File: src/hw/rtl/set_associative_cache_lookup_macros.svh
// ----------------------------------------------------------------------------
// Assertion macros for the set-associative cache lookup
// Concurrent checks that compile away when SYNTHESIS is defined.
// ----------------------------------------------------------------------------
`ifndef SET_ASSOCIATIVE_CACHE_LOOKUP_MACROS_SVH
`define SET_ASSOCIATIVE_CACHE_LOOKUP_MACROS_SVH

`ifndef SYNTHESIS
// Check a property on a given clock, idle while the given reset is low
`define SACL_ASSERT(lbl, clk, rst_n, prop, msg) \
  lbl: assert property (@(posedge clk) disable iff (!rst_n) prop) else $error(msg);
// Check a property on the block clock and reset
`define SACL_ASSERT_STD(lbl, prop, msg) \
  `SACL_ASSERT(lbl, clk_i, rst_ni, prop, msg)
`else
`define SACL_ASSERT(lbl, clk, rst_n, prop, msg)
`define SACL_ASSERT_STD(lbl, prop, msg)
`endif

`endif

File: src/hw/rtl/sacl_pkg.sv
`timescale 1ns / 1ps
// ----------------------------------------------------------------------------
// Cache lookup package
// Shared constants, codes, sequencer states and the LFSR step function.
// ----------------------------------------------------------------------------
package sacl_pkg;

  // Parameter defaults
  localparam int unsigned MAX_SET_BITS_DEF = 6;
  localparam int unsigned MAX_WAYS_DEF     = 8;
  localparam int unsigned ADDR_BITS_DEF    = 32;
  localparam int unsigned AGE_BITS_DEF     = 16;

  // Fixed field widths
  localparam int unsigned ADDR_W   = 32;
  localparam int unsigned STATUS_W = 2;
  localparam int unsigned CFG_IDX_W  = 8;
  localparam int unsigned CFG_DATA_W = 8;

  // Random replacement generator
  localparam int unsigned       LFSR_W    = 16;
  localparam logic [LFSR_W-1:0] LFSR_SEED = 16'hACE1;
  localparam logic [LFSR_W-1:0] LFSR_MASK = 16'hB400;

  // Register indexes
  localparam logic [CFG_IDX_W-1:0] REG_SET_BITS = 8'd0;
  localparam logic [CFG_IDX_W-1:0] REG_WAYS     = 8'd1;
  localparam logic [CFG_IDX_W-1:0] REG_OFFSET   = 8'd2;
  localparam logic [CFG_IDX_W-1:0] REG_POLICY   = 8'd3;

  // Reset values of the registers
  localparam logic [2:0] SET_BITS_RST = 3'd0;
  localparam logic [3:0] WAYS_RST     = 4'd1;
  localparam logic [4:0] OFFSET_RST   = 5'd4;
  localparam logic [1:0] POLICY_RST   = 2'd0;

  // Replacement policy codes; any other code picks at random
  localparam logic [1:0] POL_LRU  = 2'd0;
  localparam logic [1:0] POL_MRU  = 2'd1;
  localparam logic [1:0] POL_RAND = 2'd2;

  // Result status codes
  localparam logic [STATUS_W-1:0] STAT_HIT   = 2'd0;
  localparam logic [STATUS_W-1:0] STAT_FILL  = 2'd1;
  localparam logic [STATUS_W-1:0] STAT_EVICT = 2'd2;

  typedef enum logic [5:0] {
    ST_CLEAR   = 6'b000001,
    ST_IDLE    = 6'b000010,
    ST_SCAN    = 6'b000100,
    ST_RESOLVE = 6'b001000,
    ST_MOD     = 6'b010000,
    ST_WRITE   = 6'b100000
  } state_e;

  // Galois LFSR, shifted right
  function automatic logic [LFSR_W-1:0] lfsr_next(input logic [LFSR_W-1:0] v);
    logic [LFSR_W-1:0] n;
    n = v >> 1;
    if (v[0]) begin
      n = n ^ LFSR_MASK;
    end
    return n;
  endfunction

endpackage

File: src/hw/rtl/sacl_mod_unit.sv
`timescale 1ns / 1ps
`include "set_associative_cache_lookup_macros.svh"
// ----------------------------------------------------------------------------
// Bit-serial remainder unit
// Reduces an LFSR word modulo a small divisor, one dividend bit per cycle.
// ----------------------------------------------------------------------------
module sacl_mod_unit #(
  parameter int unsigned DIV_W = 4
) (
  input  logic                      clk_i,
  input  logic                      rst_ni,
  input  logic                      start_i,
  input  logic [sacl_pkg::LFSR_W-1:0] dividend_i,
  input  logic [DIV_W-1:0]          divisor_i,
  output logic                      busy_o,
  output logic                      done_o,
  output logic [DIV_W-1:0]          rem_o
);
  import sacl_pkg::*;

  localparam int unsigned CNT_W = $clog2(LFSR_W);
  localparam logic [CNT_W-1:0] CNT_LAST = CNT_W'(LFSR_W - 1);

  logic              busy_q, busy_d;
  logic              done_q, done_d;
  logic [CNT_W-1:0]  cnt_q, cnt_d;
  logic [DIV_W-1:0]  rem_q, rem_d;
  logic [DIV_W-1:0]  div_q, div_d;
  logic [LFSR_W-1:0] dvd_q, dvd_d;
  logic [DIV_W:0]    trial;

  always_comb begin
    busy_d = busy_q;
    done_d = 1'b0;
    cnt_d  = cnt_q;
    rem_d  = rem_q;
    div_d  = div_q;
    dvd_d  = dvd_q;
    trial  = {rem_q, dvd_q[LFSR_W-1]};
    if (start_i) begin
      busy_d = 1'b1;
      cnt_d  = '0;
      rem_d  = '0;
      div_d  = divisor_i;
      dvd_d  = dividend_i;
    end else if (busy_q) begin
      // shift in the next bit, subtract once when it fits
      if (trial >= {1'b0, div_q}) begin
        rem_d = DIV_W'(trial - {1'b0, div_q});
      end else begin
        rem_d = DIV_W'(trial);
      end
      dvd_d = dvd_q << 1;
      cnt_d = cnt_q + 1'b1;
      if (cnt_q == CNT_LAST) begin
        busy_d = 1'b0;
        done_d = 1'b1;
      end
    end
  end

  always_ff @(posedge clk_i or negedge rst_ni) begin
    if (!rst_ni) begin
      busy_q <= 1'b0;
      done_q <= 1'b0;
      cnt_q  <= '0;
    end else begin
      busy_q <= busy_d;
      done_q <= done_d;
      cnt_q  <= cnt_d;
    end
  end

  always_ff @(posedge clk_i) begin
    rem_q <= rem_d;
    div_q <= div_d;
    dvd_q <= dvd_d;
  end

  assign busy_o = busy_q;
  assign done_o = done_q;
  assign rem_o  = rem_q;

  `SACL_ASSERT_STD(a_rem_below_div, done_q |-> rem_q < div_q, "remainder not below divisor")
  `SACL_ASSERT_STD(a_start_busy, start_i |=> busy_q, "unit not busy after start")
  `SACL_ASSERT_STD(a_done_after_busy, done_q |-> $past(busy_q) && !busy_q,
                   "done without a finished run")

endmodule

File: config.mk
export PLATFORM = sky130hd
export DESIGN_NAME = sacl_mod_unit
export DESIGN_NICKNAME = d
export VERILOG_FILES = /design/src/hw/rtl/sacl_pkg.sv /design/src/hw/rtl/sacl_mod_unit.sv
export VERILOG_INCLUDE_DIRS = /design/src /design/src/hw/rtl
export SDC_FILE = /design/constraint.sdc
export NUM_CORES = 1
export LEC_CHECK = 0
export ABC_AREA = 1
export BUFFER_PORTS_ARGS = -buffer_cell sky130_fd_sc_hd__clkbuf_2
export CAP_MARGIN = 20
export CORE_MARGIN = 2
export CORE_UTILIZATION = 45
export CTS_CLUSTER_DIAMETER = 120
export CTS_CLUSTER_SIZE = 20
export DETAILED_ROUTE_END_ITERATION = 6
export GPL_ROUTABILITY_DRIVEN = 0
export HOLD_SLACK_MARGIN = 0.15
export PLACE_DENSITY = 0.67
export SKIP_LAST_GASP = 1
export SYNTH_ARGS = -nofsm -noshare
export SYNTH_HDL_FRONTEND = slang
export SYNTH_SLANG_ARGS = --single-unit
File: constraint.sdc
create_clock -name clk_i -period 1.9 [get_ports clk_i]
set_input_delay 0.38 -clock clk_i [delete_from_list [all_inputs] [get_ports clk_i]]
set_output_delay 0.38 -clock clk_i [all_outputs]
set_load 0.02 [all_outputs]
-- Word-level counts from Yosys, hierarchy flattened
Cells that the tools add are included.
- $add $sub $neg: 2
- magnitude comparators: 1
- equal/unequal tests: 1
- muxes and demuxes: 11
- reduce and logical (&&, ||, !) cells: 1
- operator list (cell ; count):
    16-bit 2-to-1 mux ; 2
    4-bit 2-to-1 mux ; 3
    1-bit 2-to-1 mux ; 6
    5-bit by 4-bit greater-or-equal comparator with 1-bit output ; 1
    4-bit by 1-bit adder with 4-bit output (second input constant) ; 1
    4-bit == test (second input constant) ; 1
    4-bit subtractor ; 1
    2-bit nonzero test ; 1
- register bits after elaboration: 30
- input port bits: 23
- word-level logic and storage cells: 22

-- Depth between registers and ports, before layout
Gate-level depths: netlist of the first run.
- depth in word-level cells: 4
- gate-level depth with buffers: 11

-- Least setup slack after synthesis of the first run
OpenSTA, ideal clock, no wires.
- kind: register to register
- from: register dvd_q[15]
- to: register rem_q[2] (netlist: rem_o[2])
- arrival: 1.300 ns
- required time: 1.787 ns
- path slack: 0.487 ns
- stages on the path, launching flop included: 9
- path buffers: 0
- period minus slack after synthesis: 1.413 ns
- cells stage by stage: edfxtp_1 -> inv_1 -> ha_1 -> inv_2 -> fa_1 -> xnor2_1 -> nand2_1 -> nand3_1 -> nand2_1
- word-level cells in the longest chain between the ends: 2
- elaborated cells on any way between the ends: 3
- those cells by class: add/sub: 1; order compare: 1; mux: 1
- ends and longest elaborated chain (element ; RTL line ; RTL):
    start, declared ; sacl_mod_unit.sv:29 ; logic [LFSR_W-1:0] dvd_q, dvd_d;
    start signal, assigned ; sacl_mod_unit.sv:77 ; dvd_q <= dvd_d;
    4-bit subtractor / 5-bit by 4-bit greater-or-equal comparator with 1-bit output (equally long branches) ; sacl_mod_unit.sv:49, sacl_mod_unit.sv:48 ;
    4-bit 2-to-1 mux (*) ; sacl_mod_unit.sv:48 ; if (trial >= {1'b0, div_q}) begin
    end signal, assigned ; sacl_mod_unit.sv:75 ; rem_q <= rem_d;
    end, declared ; sacl_mod_unit.sv:27 ; logic [DIV_W-1:0] rem_q, rem_d;
Every way passes the cells marked *; elsewhere a longest branch is shown, timed or not.
A chain may end at the register's enable or synchronous reset.

-- Worst setup path after layout of the first run
Ends and elaborated chain as after synthesis.

==> key figures, run 1 <==
Clocking
  – CTS Buffer Depth: 2
  – CTS Buf Count: 5
  – Setup bufs post-CTS: 0
  – Root Buffer: clkbuf_4
  – Htree depth: 2
  – Worst-skew pair later-pin latency: between 300 and 400 ps
  – CTS tree: done
  – Clock Sinks: 30
  – Clock transition at the registers of the reported paths: roughly 90 ps

Pwr
  – Comb pwr share: 0.331
  – Sw Pwr: ~660 uW
  – Seq pwr share: 0.456
  – Switch share: 0.3511
  – Leak: about 0.00087 uW
  – Internal power: 1223 uW
  – Clock Power Share: 0.213
  – PD cells: 1103 nW/um^2
  – VDD IR max: 0.4106 mV

Route
  – DRT iter0 DRCs: 57
  – Vias: 1086
  – Vias per std cell: around 4.6
  – Drt total wl: ~2500 um
  – Drt pass-1 iters: 6
  – ANT nets after route: 0
  – Residual DRC count: 0
  – WL per Instance: approximately 11 um

Floorplanning
  – Area of the die: around 3700 sq um
  – Die width: 60.84 um
  – Initial core utilization: 0.4762
  – Core ar.: ~3000 sq um
  – Ports: 29
  – Core Rows: 20
  – Die Y: ~60 um

Synth
  – Syn Area/Cell: between 9 and 10 sq um
  – Top cell type's share of synthesized area: 0.4131
  – Register area share after synthesis: 0.5714
  – Warnings, synthesis: 0
  – Largest cells by area after synthesis: edfxtp_1 (41%), nand2_1 (17%), dfrtp_1 (10%), dfxtp_1 (5.5%), ha_1 (4.3%)
  – Post-synth top area cell: edfxtp_1
  – Yosys reg bits: 30
  – Unique masters post-synth: 25
  – Syn Inst Count: ~160
  – Post-Syn Nets: around 180
  – Cell area after synthesis: 1454 sq um

Setup path
  – Worst r2r src: dvd_q[15]
  – Setup crit end kind: flop
  – CP max stage delay: about 370 ps
  – CP startpoint: dvd_q[15]
  – Crit start category: flop
  – WP data required: 2130 ps
  – Critical-path top delay cell: edfxtp_1
  – Critical Path Most Common Cell: nand2_1
  – Critical Path AT: about 1800 ps
  – CP bufs+invs: 2
  – CP cell instances: inv_1, ha_1, inv_2, fa_1, xnor2_1, nand2_1, nand3_1, nand2_1
  – Maximum fanout along the worst path: 2
  – Crit path max-delay family: adder cells
  – Critical path class: reg -> reg

Timing
  – Relative slew slack: 0.7593
  – # setup viols final: 0
  – Crit path time final: 1540 ps
  – Final setup TNS: 0 ps
  – Final Max Tran Viols: 0
  – RSZ-0062 raised after global routing: no
  – Worst-Margin Slew: ~360 ps
  – Tcrit/Tclk final: 0.8106
  – Final Hold Viols: 0
  – Final WS setup: ~360 ps
  – Final Skew: between 7 and 8 ps
  – Fmax: between 0.6 and 0.7 GHz

Finish
  – Layout cells sized above 1: 0.2579
  – Multi-input logic area: roughly 540 sq um
  – Area delta synth->final: 17.47%
  – Final net count: roughly 220
  – Number of antenna diodes: 0
  – Sequential cell area: 830.8 sq um
  – Non-filler cells, final: approximately 230
  – Layout fillers: ~300

Worst hold path
  – Min-delay src: divisor_i[3]
  – Hold Crit Class: in -> reg

Global routing
  – Remaining Overflow, GRT: 0
  – GR Util All Layers: 0.1654
  – Via count of the first global-routing pass: roughly 1100
  – First-pass GRT wire length: between 4000 and 5000 um
  – Largest net degree at the start of global routing: 20
  – Initial antenna violation count: 0

Placement
  – Placed instance count: 225
  – DP HPWL: about 1900 um
  – Port bufs: 28
  – Pre-CTS WS: around 380 ps

Run status
  – Status: finished, final reports clean

Job
  – Max Cap Viol: 0
[power by group through the flow]
stage | Combinational, uW | Clock, uW | Sequential, uW
6_report | 624 | 401 | 860
3_5_place_dp | 633 | 0 | 876
2_1_floorplan | 440 | 0 | 911
5_1_grt | 703 | 449 | 873
3_3_place_gp | 609 | 0 | 870
4_1_cts | 636 | 421 | 862
[metrics by stage]
step / cell area, sq um / utilization / total power, uW / hold slack (ps)
2_1_floorplan: 1454 / - / 1351 / 84.41
3_3_place_gp: 1639 / 0.5369 / 1479 / 208.9
3_5_place_dp: 1639 / 0.5369 / 1509 / 213.6
4_1_cts: 1708 / 0.5594 / 1919 / 198.2
5_1_grt: 1708 / 0.5594 / 2025 / 189.8
6_report: 1708 / 0.5594 / 1885 / 214.2
[cell families after synthesis]
logic type / share of synthesized area
simple gates: 0.2806
flops: 0.5714
buf+inv: 0.05852
compound gates: 0.02667
fa+ha+maj: 0.05680
xor+xnor: 0.006025
[state kept, by name, indices dropped and copies added (netlist names)]
name,flops
rem_o,4
dvd_q,16
cnt_q,4
busy_o,1
done_o,1
div_q,4
[cells in the mapped netlist]
cell type	number
nand2_1	67
edfxtp_1	20
inv_1	13
nand3_1	10
dfrtp_1	6
ha_1	5
dfxtp_1	4
inv_2	4
nand2_2	3
nor2_1	3
o21ai_1	3
a21oi_1	2
buf_2	2
nand2_4	2
a21oi_2	1
buf_4	1
clkinv_1	1
fa_1	1
nor2_2	1
nor2_4	1
nor2_8	1
nor3_2	1
nor4_1	1
o21ai_0	1
xnor2_1	1
[final timing paths]
| kind | depth (start not counted) | end | slack [ps] |
|---|---|---|---|
| max | 8 | rem_o[2] | 360 |
| min | 1 | div_q[3] | 210 |
| max reg2reg | 8 | rem_o[2] | 360 |
| min reg2reg | 1 | cnt_q[3] | 460 |
| max in group asynchronous | 2 | cnt_q[1] | 1350 |
| min in group asynchronous | 2 | done_o | 400 |
[worst register-to-register path, stage by stage (launching register included)]
cell and delay (ps):
edfxtp_1 370, inv_1 80, ha_1 190, inv_2 50, fa_1 370, xnor2_1 200
nand2_1 70, nand3_1 60, nand2_1 40
[what timing repair did]
action	4_1_cts	5_1_grt
resized for setup	0	0
hold buffers	1	0
hold endpoints to repair	6	0
[cell type report]
type                            count  share of cell area
Clock buffer                        8             0.03443
Sequential cell                    30              0.4864
Multi-Input combinational cell    104              0.3150
Tap cell                           44             0.03223
Inverter                           18             0.03956
Timing Repair Buffer               30             0.09231
[per-layer routing]
metal	wire length, um	part of all wire	global-route usage	vias up
li1	-	-	-	562
met1	1044	0.42	0.1778	496
met2	1285	0.51	0.2903	23
met3	137	0.055	0.06610	5
met4	42	0.017	0.06522	0
met5	0	0	0	-
[cells in the final DEF (no fill, tap or decap), types with 2 or more instances in the layout]
cell type and n:
clkbuf_1 2, nand2_1 67, inv_1 13, clkbuf_2 28, edfxtp_1 20, nor2_1 3, nand2_2 3, inv_2 4
nand2_4 2, a21oi_1 2, o21ai_1 3, dfrtp_1 6, nand3_1 10, dfxtp_1 4, clkbuf_4 5, ha_1 5
Note: power is estimated with default switching activity, not from simulation.
==> inputs of run 2 (changes only) <==
--- a/config.mk
+++ b/config.mk
@@ -6,7 +6,7 @@
 export SDC_FILE = /design/constraint.sdc
 export NUM_CORES = 1
 export LEC_CHECK = 0
-export ABC_AREA = 1
+export ABC_AREA = 0
 export BUFFER_PORTS_ARGS = -buffer_cell sky130_fd_sc_hd__clkbuf_2
 export CAP_MARGIN = 20
 export CORE_MARGIN = 2
@@ -16,7 +16,7 @@
 export DETAILED_ROUTE_END_ITERATION = 6
 export GPL_ROUTABILITY_DRIVEN = 0
 export HOLD_SLACK_MARGIN = 0.15
-export PLACE_DENSITY = 0.67
+export PLACE_DENSITY = 0.7
 export SKIP_LAST_GASP = 1
 export SYNTH_ARGS = -nofsm -noshare
 export SYNTH_HDL_FRONTEND = slang
==> constraint.sdc (replaced) <==
create_clock -name clk_i -period 1.31 [get_ports clk_i]
set_input_delay 0.262 -clock clk_i [delete_from_list [all_inputs] [get_ports clk_i]]
set_output_delay 0.262 -clock clk_i [all_outputs]
set_load 0.02 [all_outputs]
==> key figures, run 2 <==
Timing
  – # setup viols final: 4
  – RSZ-0062 raised after global routing: yes
  – Worst-Margin Slew: around 430 ps
  – Final Max Tran Viols: 0
  – Fmax: between 0.5 and 0.6 GHz
  – Relative slew slack: 0.7109
  – Final Skew: 16.83 ps
  – Tcrit/Tclk final: 1.366
  – Final Hold Viols: 0
  – Crit path time final: between 1500 and 2000 ps
  – Final WS setup: -479.5 ps

Clocking
  – Worst-skew pair later-pin latency: ~330 ps
  – CTS Buffer Depth: 2
  – Root Buffer: clkbuf_4
  – Htree depth: 2
  – Clock transition at the registers of the reported paths: 80 ps
  – CTS Buf Count: 5
  – Clock Sinks: 30
  – CTS tree: done

Setup path
  – Reg2Reg Setup Slack: -480 ps
  – R2r worst-path depth: 6
  – Critical Path Most Common Cell: inv_2
  – CP max stage delay: ~500 ps
  – Critical path class: reg -> reg
  – CP cell instances: inv_2, ha_4, inv_2, fa_2, or3b_1, a311oi_1
  – Maximum fanout along the worst path: 2
  – CP bufs+invs: 2
  – Critical-path top delay cell: fa_2
  – Critical Path End: rem_o[1]
  – Critical Path AT: 2030 ps
  – Reg-to-reg endpoint: rem_o[1]
  – Critical path depth: 6
  – Crit start category: flop
  – Setup crit end kind: flop
  – Crit path max-delay family: adder cells
  – Worst r2r src: dvd_q[15]
  – WP data required: 1550 ps
  – CP startpoint: dvd_q[15]

Synth
  – Post-synth top area cell: edfxtp_1
  – Unique masters post-synth: 36
  – Syn Area/Cell: about 13 sq um
  – Most instantiated cells after synthesis: edfxtp_1 (20), mux2_2 (15), nor2_1 (9)
  – Async S/R FF share, synth: 0.2000
  – Cell area after synthesis: 1440 sq um
  – Most frequent cell after synthesis: edfxtp_1
  – Register area share after synthesis: 0.5769
  – Syn Inst Count: between 100 and 150
  – Top cell type's share of synthesized area: 0.4170
  – Dominant synthesized flop cell: edfxtp_1
  – Post-synth EDFFs: 20
  – Yosys reg bits: 30
  – Warnings, synthesis: 0
  – Post-Syn Nets: about 140
  – Largest cells by area after synthesis: edfxtp_1 (42%), mux2_2 (12%), dfrtp_1 (10%), dfxtp_1 (5.6%), ha_1 (4.3%)

Route
  – Residual DRC count: 0
  – Vias: around 1000
  – Drt pass-1 iters: 4
  – Drt total wl: 2834 um
  – ANT nets after route: 0
  – DRT iter0 DRCs: 32
  – Vias per std cell: around 5.0
  – WL per Instance: 13.76 um

Finish
  – Layout fillers: 260
  – Register name with the most flops: dvd_q
  – Layout cells sized above 1: 0.4877
  – Final net count: 190
  – Number of antenna diodes: 0
  – Fin util: 0.6291
  – Max FFs per register: 16
  – Area delta synth->final: 33.36%
  – Most common cell after layout, fill and taps aside: clkbuf_2
  – Commonest non-fill, non-tap cells in the layout: clkbuf_2 (27), edfxtp_1 (20), buf_4 (16)

Run status
  – Status: finished, violations left
  – Failing checks: setup timing

Pwr
  – VDD IR max: around 0.84 mV
  – PD cells: approximately 1400 nW/um^2
  – Leak: about 0.00083 uW

Floorplanning
  – Ports: 29
  – Die Y: just over 60 um
  – Core ar.: 3053 sq um
  – Core Rows: 20
  – Area of the die: around 3700 sq um
  – Die width: 60.57 um
  – Initial core utilization: 0.4717

Placement
  – DP HPWL: between 2000 and 2500 um
  – Port bufs: 28
  – Pre-CTS WS: -553.9 ps

Global routing
  – GR Util All Layers: 0.1781
  – First-pass GRT wire length: between 4000 and 5000 um
  – Via count of the first global-routing pass: between 1000 and 1500
  – Largest net degree at the start of global routing: 18
  – Remaining Overflow, GRT: 0
  – Initial antenna violation count: 0

Worst hold path
  – Hold Crit Class: in -> reg
  – Hold Crit Depth: 2

Job
  – Max Cap Viol: 0
## run 2: cell types whose count changed in the layout (fill, tap and decap cells not counted), sizes merged, moves of 3 or more
cell         change
nand3            -9
or2              +3
mux2            +15
dlygate4sd3      +4
nor2             +3
buf             +17
inv             -11
nand2           -71
## run 2: worst min path at each step
stage                        from  endpoint  slack [ps]
finish              dividend_i[0]  dvd_q[0]         220
global route        dividend_i[0]  dvd_q[0]         200
CTS                 dividend_i[0]  dvd_q[0]         210
detailed placement         rst_ni  cnt_q[1]         100
global placement           rst_ni  cnt_q[1]          90
floorplan                  rst_ni    busy_o         -30
## run 2: timing repair
| action | 4_1_cts | 5_1_grt |
|---|---|---|
| setup buffers | 1 | 2 |
| gates resized for setup | 5 | 2 |
| hold buffers | 5 | 0 |
| endpoints found under the setup margin | 5 | 5 |
| endpoints found under the hold margin | 10 | 0 |
| pin swaps | 2 | 4 |
## run 2: cell type report
type                       count  area, sq um  area share
clock buffer                   8        48.80     0.02541
inverter                       6        22.52     0.01173
sequential                    30        832.0      0.4332
timing repair buffer          51        344.1      0.1792
tap                           44        55.05     0.02866
multi-input combinational     67        618.1      0.3218
## run 2: power by group
group          internal [uW]  switching (uW)  leakage, uW
Combinational            561             482     0.000482
Clock                    213             295    0.0000265
Sequential              1130            71.8     0.000320
Total                   1910             848     0.000829
## run 2: logic make-up (layout without fill, tap and decap cells)
family | count (synthesis) | in the layout | synth area share
muxes | 16 | 16 | 0.1242
DFF | 30 | 30 | 0.5769
xor gates and xnor gates | 4 | 4 | 0.02433
adders and majority gates | 6 | 6 | 0.05734
AOI/OAI and AO/OA | 16 | 16 | 0.09382
buffers and inverters | 10 | 65 | 0.02693
and+or+nand+nor | 25 | 25 | 0.09644
## run 2: layer usage
metal  vias up  share of wire  global-route usage
met3         7          0.052             0.06397
li1        502              -                   -
met5         -              0                   0
met2        31           0.51              0.2980
met4         0          0.024             0.09317
met1       487           0.41              0.1992
## run 2: worst register-to-register path, stage by stage (launching register included)
cell      delay [ps]
edfxtp_1         420
inv_2             80
ha_4             130
inv_2             30
fa_2             500
or3b_1           350
a311oi_1         200
## run 2: through the flow
stage	power [uW]	std cells	instance area (sq um)	setup TNS, ps	hold slack, ps
6_report	2756	206	1921	-1580	222.7
5_1_grt	2932	206	1921	-1964	203.0
4_1_cts	2750	204	1891	-1644	209.7
3_5_place_dp	2176	190	1770	-1818	96.13
3_3_place_gp	2127	190	1770	-1513	88.04
2_1_floorplan	1819	107	1470	-1244	-33.59
==> inputs of run 3 (changes only) <==
--- a/config.mk
+++ b/config.mk
@@ -11,6 +11,7 @@
 export CAP_MARGIN = 20
 export CORE_MARGIN = 2
 export CORE_UTILIZATION = 45
+export CTS_BUF_LIST = sky130_fd_sc_hd__clkbuf_4 sky130_fd_sc_hd__clkbuf_8
 export CTS_CLUSTER_DIAMETER = 120
 export CTS_CLUSTER_SIZE = 20
 export DETAILED_ROUTE_END_ITERATION = 6
==> key figures, run 3 (synthesis results as in run 2) <==
Pwr
  – PD cells: 1460 nW/um^2
  – Leak: approximately 0.00084 uW
  – VDD IR max: about 0.74 mV
  – Total power: 2821 uW

Setup path
  – CP bufs+invs: 2
  – Crit path max-delay family: adder cells
  – Crit start category: flop
  – R2r worst-path depth: 6
  – Reg-to-reg endpoint: rem_o[1]
  – Maximum fanout along the worst path: 2
  – CP max stage delay: 500 ps
  – Reg2Reg Setup Slack: -480 ps
  – Critical Path Most Common Cell: inv_2
  – CP cell instances: inv_2, ha_4, inv_2, fa_2, or3b_1, a311oi_1
  – Critical-path top delay cell: fa_2
  – WP data required: 1550 ps
  – Worst r2r src: dvd_q[15]
  – Critical path class: reg -> reg
  – Setup crit end kind: flop
  – Critical Path AT: roughly 2000 ps

Run status
  – Failing checks: setup timing
  – Status: finished, violations left

Floorplanning
  – Area of the die: 3669 sq um
  – Core Rows: 20
  – Die Y: about 61 um
  – Initial core utilization: 0.4717
  – Die width: 60.57 um
  – Core ar.: 3053 sq um
  – Ports: 29

Global routing
  – First-pass GRT wire length: roughly 4600 um
  – Largest net degree at the start of global routing: 18
  – GR Util All Layers: 0.1795
  – Via count of the first global-routing pass: ~1100
  – Initial antenna violation count: 0
  – Remaining Overflow, GRT: 0

Finish
  – Most common cell after layout, fill and taps aside: clkbuf_2
  – Final net count: 190
  – Commonest non-fill, non-tap cells in the layout: clkbuf_2 (27), edfxtp_1 (20), buf_4 (16)
  – Number of antenna diodes: 0
  – Max FFs per register: 16
  – Layout cells sized above 1: 0.5062
  – Area delta synth->final: 34.14%
  – Register name with the most flops: dvd_q

Clocking
  – Root Buffer: clkbuf_4
  – CTS Buf Count: 5
  – CTS tree: done
  – Clock transition at the registers of the reported paths: 80 ps
  – Clock Sinks: 30
  – CTS Buffer Depth: 2
  – Htree depth: 2
  – Worst-skew pair later-pin latency: about 330 ps

Timing
  – Hold WS: about 220 ps
  – Crit path time final: approximately 1800 ps
  – Final Skew: 17.11 ps
  – Final Hold Viols: 0
  – Worst-Margin Slew: around 430 ps
  – Fmax: roughly 0.56 GHz
  – # setup viols final: 4
  – Tcrit/Tclk final: 1.368
  – Final WS setup: -481.6 ps
  – RSZ-0062 raised after global routing: yes
  – Final Max Tran Viols: 0
  – Relative slew slack: 0.7109

Placement
  – Port bufs: 28
  – Pre-CTS WS: -553.9 ps
  – DP HPWL: about 2100 um

Worst hold path
  – Min-delay src: dividend_i[0]
  – Hold Crit Class: in -> reg
  – Hold Crit Depth: 2
  – Hold path endpoint: dvd_q[0]

Route
  – Vias per std cell: ~5
  – Drt pass-1 iters: 4
  – ANT nets after route: 0
  – WL per Instance: between 10 and 15 um
  – DRT iter0 DRCs: 39
  – Drt total wl: ~2800 um
  – Residual DRC count: 0
  – Vias: roughly 1000

Job
  – Max Cap Viol: 0
[run 3: how the worst max path moves through the flow]
stage,slack (ps),end,cells after the start,start
finish,-480,rem_o[1],6,dvd_q[15]
global route,-590,rem_o[1],6,dvd_q[15]
CTS,-490,rem_o[1],6,dvd_q[15]
detailed placement,-550,rem_o[0],6,dvd_q[15]
global placement,-460,rem_o[2],8,dvd_q[15]
floorplan,-400,rem_o[1],6,dvd_q[15]
[run 3: cell type report]
type,instances,area (sq um)
fillers,258,1121
flip-flops and latches,30,832.0
multi-input cells,67,618.1
repair buffers,51,344.1
clock buffers,8,60.06
well taps,44,55.05
inverters,6,22.52
[run 3: through the flow]
| step | instances | TNS [ps] | cell area [sq um] | utilization |
|---|---|---|---|---|
| floorplan | 107 | -1244 | 1470 | - |
| global placement | 190 | -1513 | 1770 | 0.5799 |
| detailed placement | 190 | -1818 | 1770 | 0.5799 |
| CTS | 204 | -1640 | 1902 | 0.6230 |
| global route | 206 | -1968 | 1932 | 0.6328 |
| finish | 206 | -1583 | 1932 | 0.6328 |
[run 3: where the power goes]
group,switching [uW],internal [uW]
combinational,481,561
clock,298,276
sequential,72.0,1130
total,851,1970
[run 3: what timing repair did]
action                     in CTS  in global routing
setup buffers                   1                  2
gates resized for setup         5                  2
pin swaps                       2                  4
hold buffers                    5                  0
setup endpoints to repair       5                  5
hold endpoints to repair       10                  0
[run 3: routing by layer]
layer | track usage | up-vias | wire, um
met5 | 0 | - | 0
met4 | 0.09317 | 0 | 69
met3 | 0.06397 | 8 | 139
met2 | 0.2980 | 29 | 1462
met1 | 0.2033 | 492 | 1154
li1 | - | 503 | -
